`config.mk`:
```
export PLATFORM = sky130hd
export DESIGN_NAME = pblct_ctrl
export DESIGN_NICKNAME = d
export VERILOG_FILES = /design/src/pblct_pkg.sv /design/src/pblct_ctrl.sv
export SDC_FILE = /design/constraint.sdc
export NUM_CORES = 1
export LEC_CHECK = 0
export ABC_AREA = 1
export CORE_MARGIN = 10
export CORE_UTILIZATION = 40
export CTS_CLUSTER_DIAMETER = 120
export DETAILED_ROUTE_END_ITERATION = 7
export DONT_BUFFER_PORTS = 1
export SETUP_SLACK_MARGIN = 0.4
export SLEW_MARGIN = 25
export SYNTH_ARGS = -nofsm -noshare
export SYNTH_HDL_FRONTEND = slang
export SYNTH_SLANG_ARGS = --single-unit
```
`constraint.sdc`:
```
create_clock -name clk -period 2.8 [get_ports clk]
set_input_delay 0.42 -clock clk [delete_from_list [all_inputs] [get_ports clk]]
set_output_delay 0.42 -clock clk [all_outputs]
set_load 0.005 [all_outputs]
```
`src/pblct_pkg.sv`:
```
// Shared types and constants for the per-bucket linked chain table.
// Used by the controller, the datapath, the top level and the port checker.
`default_nettype none

package pblct_pkg;

  localparam int FUNC_W     = 2;
  localparam int TILE_W     = 16;
  localparam int ID_W       = 10;
  localparam int POS_W      = 5;
  localparam int IN_DATA_W  = 32;   // tile + object_id, padded to whole bytes
  localparam int OUT_DATA_W = 16;   // position + head_id + occupied

  // positions saturate here
  localparam logic [POS_W-1:0] POSITION_CAP = 5'd20;

  typedef enum logic [FUNC_W-1:0] {
    FN_ADD    = 2'd0,
    FN_FIND   = 2'd1,
    FN_DELETE = 2'd2,
    FN_QUERY  = 2'd3
  } func_t;

  typedef enum logic [1:0] {CUR_HOLD, CUR_HEAD, CUR_LINK} cur_sel_t;
  typedef enum logic [1:0] {POS_HOLD, POS_CLR, POS_ONE, POS_INC} pos_op_t;
  typedef enum logic [1:0] {N_HOLD, N_CLR, N_INC} n_op_t;
  typedef enum logic [1:0] {HQ_HOLD, HQ_RDATA, HQ_ID, HQ_LINK} hq_sel_t;
  typedef enum logic {LA_ID, LA_CUR} link_wa_t;
  typedef enum logic [1:0] {LD_ZERO, LD_ID, LD_LINK} link_wd_t;
  typedef enum logic {HW_ID, HW_LINK} head_wd_t;

  // controller -> datapath
  typedef struct packed {
    logic     load;
    logic     clr_wr;
    logic     head_we;
    head_wd_t head_wd;
    logic     link_we;
    link_wa_t link_wa;
    link_wd_t link_wd;
    logic     raddr_id;
    cur_sel_t cur_sel;
    hq_sel_t  hq_sel;
    pos_op_t  pos_op;
    n_op_t    n_op;
    logic     push;
  } cmd_t;

  // datapath -> controller
  typedef struct packed {
    logic  clr_last;
    logic  tile_ok;
    func_t func;
    logic  head_zero;
    logic  head_eq_id;
    logic  id_zero;
    logic  link_zero;
    logic  link_eq_id;
    logic  cur_zero;
    logic  cur_eq_id;
    logic  n_full;
    logic  out_free;
  } sts_t;

endpackage

`default_nettype wire

```
`src/pblct_ctrl.sv`:
```
// Controller state machine: clearing pass, operation dispatch, chain walks.
// Depends on pblct_pkg for the command and status structs.
`default_nettype none

module pblct_ctrl (
  input  wire logic             clk,
  input  wire logic             rst,
  input  wire logic             in_valid,
  output logic                  in_ready,
  input  wire pblct_pkg::sts_t  sts,
  output pblct_pkg::cmd_t       cmd
);

  typedef enum logic [15:0] {
    S_CLEAR    = 16'h0001,
    S_IDLE     = 16'h0002,
    S_CHECK    = 16'h0004,
    S_HEAD     = 16'h0008,
    S_ADD_RD   = 16'h0010,
    S_ADD_CHK  = 16'h0020,
    S_FIND_CHK = 16'h0040,
    S_FIND_LD  = 16'h0080,
    S_DEL_HRD  = 16'h0100,
    S_DEL_HWR  = 16'h0200,
    S_DEL_RD   = 16'h0400,
    S_DEL_CHK  = 16'h0800,
    S_DEL_IDRD = 16'h1000,
    S_DEL_FIX  = 16'h2000,
    S_DEL_CLR  = 16'h4000,
    S_FIN      = 16'h8000
  } state_t;

  state_t state, state_next;

  always_ff @(posedge clk) begin
    if (rst) begin
      state <= S_CLEAR;
    end else begin
      state <= state_next;
    end
  end

  assign in_ready = (state == S_IDLE);

  always_comb begin
    state_next = state;
    cmd        = '0;
    unique case (state)
      S_CLEAR: begin
        cmd.clr_wr = 1'b1;
        if (sts.clr_last) state_next = S_IDLE;
      end
      S_IDLE: begin
        if (in_valid) begin
          cmd.load   = 1'b1;
          state_next = S_CHECK;
        end
      end
      // head read at the latched tile lands during S_HEAD
      S_CHECK: begin
        state_next = sts.tile_ok ? S_HEAD : S_FIN;
      end
      S_HEAD: begin
        cmd.cur_sel = pblct_pkg::CUR_HEAD;
        cmd.n_op    = pblct_pkg::N_CLR;
        cmd.pos_op  = pblct_pkg::POS_CLR;
        cmd.hq_sel  = pblct_pkg::HQ_RDATA;
        unique case (sts.func)
          pblct_pkg::FN_ADD: begin
            // object's own link is cleared before the walk
            cmd.link_we = 1'b1;
            cmd.link_wa = pblct_pkg::LA_ID;
            cmd.link_wd = pblct_pkg::LD_ZERO;
            if (sts.head_zero) begin
              cmd.head_we = 1'b1;
              cmd.head_wd = pblct_pkg::HW_ID;
              cmd.hq_sel  = pblct_pkg::HQ_ID;
              state_next  = S_FIN;
            end else begin
              cmd.pos_op = pblct_pkg::POS_ONE;
              state_next = S_ADD_RD;
            end
          end
          pblct_pkg::FN_FIND: begin
            state_next = S_FIND_CHK;
          end
          pblct_pkg::FN_DELETE: begin
            if (sts.head_zero || sts.id_zero) begin
              state_next = S_FIN;
            end else if (sts.head_eq_id) begin
              state_next = S_DEL_HRD;
            end else begin
              state_next = S_DEL_RD;
            end
          end
          pblct_pkg::FN_QUERY: begin
            state_next = S_FIN;
          end
          default: begin
            state_next = S_FIN;
          end
        endcase
      end
      S_ADD_RD: begin
        state_next = S_ADD_CHK;
      end
      S_ADD_CHK: begin
        if (sts.link_zero || sts.n_full) begin
          cmd.link_we = 1'b1;
          cmd.link_wa = pblct_pkg::LA_CUR;
          cmd.link_wd = pblct_pkg::LD_ID;
          state_next  = S_FIN;
        end else begin
          cmd.cur_sel = pblct_pkg::CUR_LINK;
          cmd.n_op    = pblct_pkg::N_INC;
          cmd.pos_op  = pblct_pkg::POS_INC;
          state_next  = S_ADD_RD;
        end
      end
      // link of cur is read while this state holds
      S_FIND_CHK: begin
        if (sts.n_full || sts.cur_zero || sts.cur_eq_id) begin
          state_next = S_FIN;
        end else begin
          cmd.n_op   = pblct_pkg::N_INC;
          cmd.pos_op = pblct_pkg::POS_INC;
          state_next = S_FIND_LD;
        end
      end
      S_FIND_LD: begin
        cmd.cur_sel = pblct_pkg::CUR_LINK;
        state_next  = S_FIND_CHK;
      end
      S_DEL_HRD: begin
        state_next = S_DEL_HWR;
      end
      S_DEL_HWR: begin
        cmd.head_we = 1'b1;
        cmd.head_wd = pblct_pkg::HW_LINK;
        cmd.hq_sel  = pblct_pkg::HQ_LINK;
        cmd.link_we = 1'b1;
        cmd.link_wa = pblct_pkg::LA_ID;
        cmd.link_wd = pblct_pkg::LD_ZERO;
        state_next  = S_FIN;
      end
      S_DEL_RD: begin
        state_next = S_DEL_CHK;
      end
      // the check at the bound still counts a match
      S_DEL_CHK: begin
        if (sts.link_eq_id) begin
          state_next = S_DEL_IDRD;
        end else if (sts.link_zero || sts.n_full) begin
          state_next = S_FIN;
        end else begin
          cmd.cur_sel = pblct_pkg::CUR_LINK;
          cmd.n_op    = pblct_pkg::N_INC;
          state_next  = S_DEL_RD;
        end
      end
      S_DEL_IDRD: begin
        cmd.raddr_id = 1'b1;
        state_next   = S_DEL_FIX;
      end
      S_DEL_FIX: begin
        cmd.link_we = 1'b1;
        cmd.link_wa = pblct_pkg::LA_CUR;
        cmd.link_wd = pblct_pkg::LD_LINK;
        state_next  = S_DEL_CLR;
      end
      S_DEL_CLR: begin
        cmd.link_we = 1'b1;
        cmd.link_wa = pblct_pkg::LA_ID;
        cmd.link_wd = pblct_pkg::LD_ZERO;
        state_next  = S_FIN;
      end
      S_FIN: begin
        if (sts.out_free) begin
          cmd.push   = 1'b1;
          state_next = S_IDLE;
        end
      end
      default: begin
        state_next = S_IDLE;
      end
    endcase
  end

endmodule

`default_nettype wire

```
==> Word level (Yosys, flattened, before mapping) <==
Cells that the tools add are included.
{ "totals": {"ff_bits": 16, "latchBits": 0, "ramBits": 0, "mem_bits_ro": 0, "inputBits": 16, "output_inout_bits": 19, "word_cells": 65, "mem_count": 0} }
{ "classes": {"addsub": 0, "multipliers": 0, "div_mod_pow": 0, "order_cmp": 0, "eq_ne": 22, "n_shift": 0, "mux": 35, "n_bitwise": 0, "reduce_logical": 7} }
{ "op_table": {"columns": ["op", "n"], "rows": [
  ["one-hot mux 16 bit (15 select lines)", 1],
  ["two-way mux 16 bit", 10],
  ["one-hot mux 16 bit (4 select lines)", 1],
  ["equality test 16 x 1 -> 1 bit (second input constant)", 1],
  ["equality test 16 x 10 -> 1 bit (second input constant)", 1],
  ["equality test 16 x 11 -> 1 bit (second input constant)", 1],
  ["equality test 16 x 12 -> 1 bit (second input constant)", 1],
  ["equality test 16 x 13 -> 1 bit (second input constant)", 1],
  ["equality test 16 x 14 -> 1 bit (second input constant)", 1],
  ["equality test 16 x 15 -> 1 bit (second input constant)", 1],
  ["equality test 16 bit (second input constant)", 1],
  ["equality test 16 x 2 -> 1 bit (second input constant)", 1],
  ["equality test 16 x 3 -> 1 bit (second input constant)", 1],
  ["equality test 16 x 4 -> 1 bit (second input constant)", 1],
  ["equality test 16 x 5 -> 1 bit (second input constant)", 1],
  ["equality test 16 x 6 -> 1 bit (second input constant)", 1],
  ["equality test 16 x 7 -> 1 bit (second input constant)", 1],
  ["equality test 16 x 8 -> 1 bit (second input constant)", 1],
  ["equality test 16 x 9 -> 1 bit (second input constant)", 1],
  ["two-way mux 4 bit", 4],
  ["one-hot mux 2 bit (4 select lines)", 2],
  ["one-hot mux 4 bit (4 select lines)", 1],
  ["two-way mux 11 bit", 1],
  ["two-way mux 2 bit", 5],
  ["other kinds (11)", 23]
]} }

==> Depth between registers and ports, before layout <==
Gate-level depths: netlist of the first run.
{ "logic_depth": {"word_depth": 4, "mapped_depth": 12, "mapped_depth_nobuf": 12} }

==> Worst setup path after synthesis of the first run <==
OpenSTA, ideal clock, no wires.
{ "synth_path": {"kind": "register to output", "startpoint": "register state[15]", "endpoint": "output port cmd[3] (netlist name)", "arrival_time_ns": 1.185, "required_time_ns": 2.380, "slack_ns": 1.195, "stages_incl_launch_ff": 11, "n_path_buf": 1, "cell_sequence": "dfxtp_1 > nor2_4 > nand2_4 > nor2_4 > buf_12 > nand2_4 > clkinv_2 > nand2_1 > nand2_1 > inv_1 > o21ai_0"} }
{ "synth_lines": {"columns": ["item", "line", "source"], "rows": [
  ["from (decl)", "pblct_ctrl.sv:33", "state_t state, state_next;"],
  ["from (signal assigned)", "pblct_ctrl.sv:39", "state <= state_next;"],
  ["to (decl)", "pblct_ctrl.sv:11", "output pblct_pkg::cmd_t cmd"]
]} }

==> metrics.txt, run 1 <==
Pwr Density 306 nW/um2; Max Cap Viol 0; Clock power frac between 20% and 30%; Routed wire per std cell 11.8 um; Tightest Hold Check Type in -> reg; post-DR vias/cell between 4 and 5; initial antenna violation count 0; Worst slew margin about four fifths; Netlist cell types 26; cell taking the most area after synthesis dfxtp_1; post-CTS setup buffers 0; critical path class reg -> out; Inst Count DP 248; Avg Cell Area, Syn roughly 6.2 um2; hold_buf cts 0; placed wire-length estimate between 2 and 3 mm; remaining antenna violation count 0; GRT overflow 0; IO Port Bufs 0; total wire length 3.00 mm; Final Cycle Share roughly 73%; status completed; type of origin of the critical path flip-flop; sequential fraction of the synthesis area between 20% and 30%; TritonCTS clock tree done; Int Power around 300 uW; CTS Buf Count 3; CTS root buffer clkbuf_4; DRT Pass-1 Iters 4; final std cells w/o fill about 250; final setup vio count 0; Tightest Pin Transition 302 ps; H-tree levels 1; Mapped Cells a little over 200; Overall Global Routing Usage between 10% and 20%; register area about 320 um2; Net Sw Power 116 uW; max FFs per register 16; Worst Path Arrival 1620 ps; first-pass GRT wire length around 5.1 mm; Crit. End Element output pin; Tmin final around 2000 ps; biggest regs state x16; GPL Wtd Cong about 0.84; nets@finish 228; switch share between 20% and 30%; RSZ-0062 raised after global routing false; hold slack between 150 and 200 ps; largest net degree at the start of global routing 15; worst ir drop on vdd 0.000182 V; Worst-Skew Late Latency 290 ps; Mapped Nets roughly 220; worst endpoint required time approximately 2400 ps; # fillers around 350; Biggest register state; Comb pwr share approximately 14%; clk slew on worst S/H paths ~90 ps; DRC viols 0; synth warn 0; Die Span Y ~77 um; sequential share of power a little under three fifths; Seq cells post-synth 16; Final Hold Viols 0; Initial Util between 40% and 50%; I/O pin cnt 35; ratio of cells with drive above 1 in the final layout 18.1%; ant diodes 0; area grow syn2layout 6.34%; mapped cell area about 1300 um2; die width 76.6 um; largest cells by area after synthesis dfxtp_1 (25%), nand2_1 (14%), nor2_1 (13%); top-area cell type share of the netlist area between 20% and 30%; Fin Setup TNS 0 ps; Core ar. between 3000 and 4000 um2; max frequency 0.490 GHz; crit-path max FO 8; Slew Limit Fails 0; via count between 1000 and 1500; CTS resizes 0; area of the multi-input gates roughly 800 um2; Max clock buf depth 2; DIE AREA 5870 um2; vias in the first global route between 1000 and 1500; Num Clock Sinks 16; Row Count 20; clock skew approximately 0.55 ps; P_leak around 0.00073 uW; initial DRC count 78
[layer usage]
metal  track usage (%)  up-vias  share of wire, %
met5                 0        -                 0
met4              6.69        0               2.8
met3              4.83        7                10
met2              13.2       45                37
met1              13.9      494                50
li1                  -      628                 -
[cell families after synthesis]
| group | Yosys count | synth area share [%] |
|---|---|---|
| AO/OA/AOI/OAI | 8 | 3.41 |
| buffers and inverters | 43 | 14.2 |
| AND/OR/NAND/NOR | 140 | 57.4 |
| flip-flops | 16 | 25.0 |
[worst max-delay path, cell delays in order, from the launching register on]
cell      delay [ps]
dfxtp_1          340
nor2_1           150
nand2_2          110
nor2_4           160
buf_12           130
nand2_4           50
clkinv_2          70
nand2_1           80
nand2_1           80
inv_1             50
o21ai_0          120
[final timing paths]
check | slack [ps] | cells after the start | start | end
hold / removal | 190 | 1 | rst | state[13]$_SDFFE_PP0P_
hold reg to reg | 610 | 3 | state[10]$_SDFFE_PP0P_ | state[9]$_SDFFE_PP0P_
setup reg to reg | 1280 | 12 | state[11]$_SDFFE_PP0P_ | state[1]$_SDFFE_PP0P_
setup / recovery | 760 | 10 | state[11]$_SDFFE_PP0P_ | cmd[3]
[metrics by stage]
step / worst slack (ps) / utilization [%] / power, uW / instance area [um2]
2_1_floorplan: 1190 / - / 291 / 1280
3_3_place_gp: 891 / 42.8 / 298 / 1310
3_5_place_dp: 860 / 42.8 / 298 / 1310
4_1_cts: 521 / 43.5 / 422 / 1330
5_1_grt: 598 / 44.7 / 442 / 1360
6_report: 758 / 44.7 / 417 / 1360
[cell usage in the layout, fill, tap and decap left out, drive strengths merged]
cell / synthesis / layout
nor2: 57 / 57
a21oi: 3 / 3
nor4: 1 / 1
and3: 3 / 3
o21ai: 4 / 4
dfxtp: 16 / 16
nand4: 4 / 4
nor3: 4 / 4
nand2: 62 / 62
o2111ai: 1 / 1
clkinv: 1 / 1
clkbuf: 1 / 3
inv: 39 / 39
nor3b: 1 / 1
nand3: 8 / 8
buf: 2 / 3
[power groups by stage]
stage	logic, uW	registers [uW]	clock network (uW)
2_1_floorplan	50.8	240	0
3_3_place_gp	57.1	241	0
3_5_place_dp	57.5	241	0
4_1_cts	57.8	235	129
5_1_grt	66.1	236	140
6_report	58.0	235	124
[Yosys cell counts (all sizes together)]
cell type   n
nor3        4
nand4       4
nor4        1
nand2      62
o2111ai     1
nor2       57
clkinv      1
nand3       8
clkbuf      1
a21oi       3
and3        3
buf         2
nor3b       1
dfxtp      16
o21ai       4
inv        39
[layout make-up]
| cell class | instances | area share (%) |
|---|---|---|
| Sequential cell | 16 | 23.5 |
| Tap cell | 44 | 4.04 |
| Clock buffer | 3 | 1.65 |
| Timing Repair Buffer | 3 | 2.57 |
| Inverter | 40 | 11.1 |
| Multi-Input combinational cell | 148 | 57.2 |
Power figures use the tool's default switching activity.
==> run 2, diff against run 1 <==
==> constraint.sdc (replaced) <==
create_clock -name clk -period 1.9 [get_ports clk]
set_input_delay 0.285 -clock clk [delete_from_list [all_inputs] [get_ports clk]]
set_output_delay 0.285 -clock clk [all_outputs]
set_load 0.005 [all_outputs]
==> run 2 against run 1 <==
Final cell count up 14%. Die area unchanged. Utilization up 18 points. Total power up 59%. Via count up 16%. Count of clock-buffer cells in the layout unchanged. Critical endpoint is now cmd[4].
==> metrics.txt, run 2 (synthesis gave the netlist of run 1 again) <==
crit-path max FO 6 (-2); Worst Path Arrival 1490 ps (-130 ps); TritonCTS clock tree done; Tot Pwr 664 uW (+59%); Tightest Pin Transition 359 ps (+57.2 ps); switch share 29.2% (+1.5 points); nets@finish 264 (+16%); critical path class reg -> out; ordered list of cells on the worst path nor2_4 > nand2_4 > nor2_4 > nand2_4 > inv_4 > nand2_1 > nand2_1 > inv_2 > nand2_2; die width 76.6 um (unchanged); Overall Global Routing Usage 12.5% (+2.0 points); Row Count 20 (unchanged); area grow syn2layout 48.1%; I/O pin cnt 35 (unchanged); post-DR vias/cell 4.68 (+1.3%); first-pass GRT wire length 6.15 mm (+22%); Worst path slowest cell dfxtp_2; Slew Limit Fails 0 (unchanged); Num Clock Sinks 16 (unchanged); remaining antenna violation count 0 (unchanged); grt peak-use layer met2; status completed; Final Instance Area 1900 um2 (+39%); GRT met1 Usage 14.9% (+0.96 points); Comb pwr share 21.1% (+7.2 points); sequential share of power 51.4% (-5.0 points); Final Cycle Share between 90 and 100%; ant diodes 0 (unchanged); Net Sw Power 194 uW (+68%); biggest regs state x16; Final Hold Viols 0 (unchanged); largest net degree at the start of global routing 15 (unchanged); Biggest register state; Worst-Skew Late Latency 290 ps (about the same); RSZ-0062 raised after global routing true; final setup vio count 0 (unchanged); CTS Buf Count 3 (unchanged); Hold Path Sink state[13]$_SDFFE_PP0P_; Max Cap Viol 0 (unchanged); register-to-register setup slack 200 ps (-1080 ps); DP Worst Slack 313 ps (-547 ps); Tightest Hold Check Type in -> reg; Worst slew margin 76.0% (-3.7 points); DRT Pass-1 Iters 4 (unchanged); r2r worst-path depth 11 (-1); clk slew on worst S/H paths 90 ps (about the same); Max clock buf depth 2 (unchanged); placed wire-length estimate 2.43 mm (-4.2%); RR Startpoint state[8]$_SDFFE_PP0P_; Fin Setup TNS 0 ps (unchanged); clock skew 1.89 ps (+1.33 ps); CTS root buffer clkbuf_4; vias in the first global route 1419 (+25%); max frequency about 0.56 GHz; Crit. End Element output pin; Die Span Y 76.6 um (unchanged); grt met3 use 4.01% (-0.83 points); GPL Wtd Cong 0.804 (-4.6%); Core ar. 3050 um2 (unchanged); Final WS setup 123 ps (-636 ps); initial antenna violation count 0 (unchanged); Clock power frac 27.5% (-2.2 points); Tmin final around 1800 ps; GRT overflow 0 (unchanged); DRC viols 0 (unchanged); most frequent cells in the layout nor2_1 (36), nand2_1 (36), inv_1 (28); Pwr Density 349 nW/um2 (+14%); via count 1358 (+16%); type of origin of the critical path flip-flop; area post-placement 1310 um2 (+0.57%); Int Power 470 uW (+56%); total wire length 3.73 mm (+24%); R2R Path End state[10]$_SDFFE_PP0P_; max FFs per register 16 (unchanged); max incr delay on CP 340 ps (about the same); hold_buf cts 0 (unchanged); Initial Util 42.0% (unchanged); worst endpoint required time 1620 ps (-760 ps); Hold Path Depth 1 (unchanged); IO Port Bufs 0 (unchanged); Routed wire per std cell 12.9 um (+8.9%); initial DRC count 64 (-18%); hold slack 37.4 ps (-151 ps); P_leak 0.000951 uW (+30%); DIE AREA 5870 um2 (unchanged); met2 usage 19.4% (+6.2 points); worst hold start rst; H-tree levels 1 (unchanged); worst ir drop on vdd 0.000286 V (+57%); ratio of cells with drive above 1 in the final layout 50.8% (+33 points)
-- run 2: through the flow --
stage	util (%)	instances
final	62.2	290
after global routing	62.2	290
after CTS	54.8	278
after detailed placement	43.0	249
after global placement	43.0	249
after floorplan	-	207
-- run 2: worst max-delay path by stage --
stage                                       from      to  slack, ps  depth (start not counted)
after floorplan           state[15]$_SDFFE_PP0P_  cmd[3]        430                         10
after global placement    state[11]$_SDFFE_PP0P_  cmd[4]        320                          9
after detailed placement  state[15]$_SDFFE_PP0P_  cmd[4]        310                          9
after CTS                 state[11]$_SDFFE_PP0P_  cmd[4]        100                          9
after global routing       state[8]$_SDFFE_PP0P_  cmd[8]          2                          7
final                     state[15]$_SDFFE_PP0P_  cmd[4]        120                          9
-- run 2: power by group through the flow --
stage	combinational, uW	clock, uW	sequential [uW]
after floorplan	74.9	0	354
after global placement	83.7	0	354
after detailed placement	83.7	0	354
after CTS	104	191	342
after global routing	155	199	342
final	140	183	341
-- run 2: metal layers --
metal | wire, um | share of wire (%) | vias up
li1 | - | - | 706
met4 | 98 | 2.6 | 0
met3 | 264 | 7.1 | 7
met2 | 1700 | 45 | 48
met5 | 0 | 0 | -
met1 | 1670 | 45 | 597
-- run 2: final cells by class --
class | count | area, um2
inverter | 40 | 168
sequential | 16 | 344
tap | 44 | 55.1
timing repair buffer | 39 | 338
clock buffer | 3 | 22.5
multi-input combinational | 148 | 972
fill | 305 | 1150
-- run 2: worst max-delay path, delay by kind of cell (launching register included) --
kind	cells	cell delay, ps
simple gates	7	720
flops	1	340
buf+inv	2	140
-- run 2: timing repair --
action | 4_1_cts | 5_1_grt
endpoints found under the hold margin | 0 | 0
resized for setup | 52 | 37
buffers inserted | 26 | 12
pin swaps | 22 | 11
setup endpoints to repair | 21 | 24
==> run 3, diff against run 2 <==
--- a/config.mk
+++ b/config.mk
@@ -11,6 +11,7 @@
 export CTS_CLUSTER_DIAMETER = 120
 export DETAILED_ROUTE_END_ITERATION = 7
 export DONT_BUFFER_PORTS = 1
+export PLACE_DENSITY = 0.65
 export SETUP_SLACK_MARGIN = 0.4
 export SLEW_MARGIN = 25
 export SYNTH_ARGS = -nofsm -noshare
==> run 3 against run 2 <==
Sequential share of layout area up 0.39 points. First-iteration DRC count is 14% lower. Count of clock-buffer cells in the layout stayed put. Total power shrank 0.98%. Die area unchanged. Non-clock buffer count decreased by 8. Highest routed layer unchanged. Final cell count shrank 2.8%.
==> metrics.txt, run 3 (synthesis gave the netlist of run 1 again) <==
status completed; GPL Wtd Cong 0.839 (+4.3%); TritonCTS clock tree done; crit-path max FO 5 (-1); Tot Pwr 657 uW (-0.98%); Routed wire per std cell 12.5 um (-3.0%); initial antenna violation count 0 (unchanged); Pwr Density 363 nW/um2 (+3.8%); largest net degree at the start of global routing 15 (unchanged); RR Startpoint state[12]$_SDFFE_PP0P_; first-pass GRT wire length 5.73 mm (-6.8%); clock skew 11.3 ps (+9.41 ps); area grow syn2layout 41.3%; Worst-Skew Late Latency 300 ps (about the same); area post-placement 1310 um2 (unchanged); max frequency 0.543 GHz (-3.5%); hold_buf cts 0 (unchanged); Initial Util 42.0% (unchanged); Final Hold Viols 0 (unchanged); commonest non-fill, non-tap cell in the layout nor2_1; Tightest Hold Check Type in -> reg; CP startpoint state[12]$_SDFFE_PP0P_; placed wire-length estimate 2.44 mm (+0.58%); Crit. End Element output pin; register-to-register setup slack 310 ps (+110 ps); GRT overflow 0 (unchanged); final setup vio count 0 (unchanged); ant diodes 0 (unchanged); # fillers 287 (-5.9%); Max clock buf depth 2 (unchanged); Slew Limit Fails 0 (unchanged); Worst Path Arrival 1560 ps (+70 ps); Comb pwr share 19.5% (-1.6 points); via count 1338 (-1.5%); clk slew on worst S/H paths 100 ps (about the same); critical path class reg -> out; DRT Pass-1 Iters 4 (unchanged); Tightest Pin Transition 327 ps (-31.6 ps); worst ir drop on vdd 0.000316 V (+10%); die width 76.6 um (unchanged); Final Cycle Share 96.9% (+3.3 points); RSZ-0062 raised after global routing true; remaining antenna violation count 0 (unchanged); vias in the first global route 1342 (-5.4%); Worst slew margin 78.1% (+2.1 points); switch share 28.8% (-0.38 points); Overall Global Routing Usage 11.6% (-0.93 points); ratio of cells with drive above 1 in the final layout 47.9% (-2.9 points); biggest regs state x16; H-tree levels 1 (unchanged); Int Power 468 uW (-0.45%); total wire length 3.52 mm (-5.6%); R2R Path End state[1]$_SDFFE_PP0P_; Row Count 20 (unchanged); Net Sw Power 190 uW (-2.3%); Biggest register state; post-DR vias/cell 4.74 (+1.3%); r2r worst-path depth 13 (+2); P_leak 0.000913 uW (-3.9%); most frequent cells in the layout nor2_1 (38), nand2_1 (37), inv_1 (28); I/O pin cnt 35 (unchanged); CTS root buffer clkbuf_4; CTS Buf Count 3 (unchanged); sequential share of power 52.8% (+1.4 points); Clock power frac 27.7% (+0.2 points); IO Port Bufs 0 (unchanged); Num Clock Sinks 16 (unchanged); type of origin of the critical path flip-flop; initial DRC count 55 (-14%); CP endpoint cmd[4]; Core ar. 3050 um2 (unchanged); DIE AREA 5870 um2 (unchanged); max FFs per register 16 (unchanged); worst endpoint required time 1620 ps (about the same); Final Instance Area 1810 um2 (-4.6%); DRC viols 0 (unchanged); Max Cap Viol 0 (unchanged); nets@finish 256 (-3.0%); Die Span Y 76.6 um (unchanged); Tmin final 1840 ps (+63.6 ps)
## run 3: critical path, stage by stage, from the launching register on
cell     delay, ps
dfxtp_2        350
nor2_4         150
nand2_4         80
nor2_4         160
nand2_2        150
inv_4          110
nand2_1         50
nand2_1         80
inv_2           50
nand2_2         80
## run 3: cell type report
cell class / count / area (um2) / area share [%]
multi-input combinational: 148 / 961 / 53.0
tap: 44 / 55.1 / 3.04
inverter: 40 / 168 / 9.25
sequential: 16 / 335 / 18.5
clock buffer: 3 / 22.5 / 1.24
timing repair buffer: 31 / 270 / 14.9
## run 3: how the worst min path moves through the flow
| stage | from | endpoint | slack, ps | cells after the start |
|---|---|---|---|---|
| 2_1_floorplan | rst | state[3]$_SDFFE_PP0P_ | 360 | 1 |
| 3_3_place_gp | rst | state[4]$_SDFFE_PP0P_ | 360 | 1 |
| 3_5_place_dp | rst | state[4]$_SDFFE_PP0P_ | 360 | 1 |
| 4_1_cts | rst | state[13]$_SDFFE_PP0P_ | 40 | 1 |
| 5_1_grt | rst | state[10]$_SDFFE_PP0P_ | 20 | 1 |
| 6_report | rst | state[10]$_SDFFE_PP0P_ | 30 | 1 |
## run 3: power by group through the flow
stage                     clock network [uW]  logic (uW)  registers (uW)
after floorplan                            0        74.9             354
after global placement                     0        83.4             354
after detailed placement                   0        84.0             354
after CTS                                182         109             346
after global routing                     197         142             348
final                                    182         128             347
## run 3: per-stage QoR
| stage | cells | setup TNS [ps] | util (%) | hold WS (ps) | setup WS [ps] |
|---|---|---|---|---|---|
| floorplan | 207 | 0 | - | 360 | 430 |
| global placement | 249 | 0 | 43.0 | 357 | 270 |
| detailed placement | 249 | 0 | 43.0 | 357 | 245 |
| CTS | 272 | 0 | 53.1 | 43.7 | 115 |
| global route | 282 | -46.7 | 59.3 | 21.3 | -19.5 |
| finish | 282 | 0 | 59.3 | 32.7 | 59.1 |
## run 3: metal layers
metal  global-route usage [%]  share of wire [%]  vias up  wire length, um
li1                         -                  -      693                -
met1                     13.8                 46      590             1620
met2                     18.1                 43       48             1530
met3                     4.01                8.0        7              280
met4                     5.39                2.7        0               94
met5                        0                  0        -                0
## run 3: what timing repair did
item                                    CTS  global route
pin swaps                                19            12
resized for setup                        46            36
endpoints found under the setup margin   21            23
setup buffers                            20            10
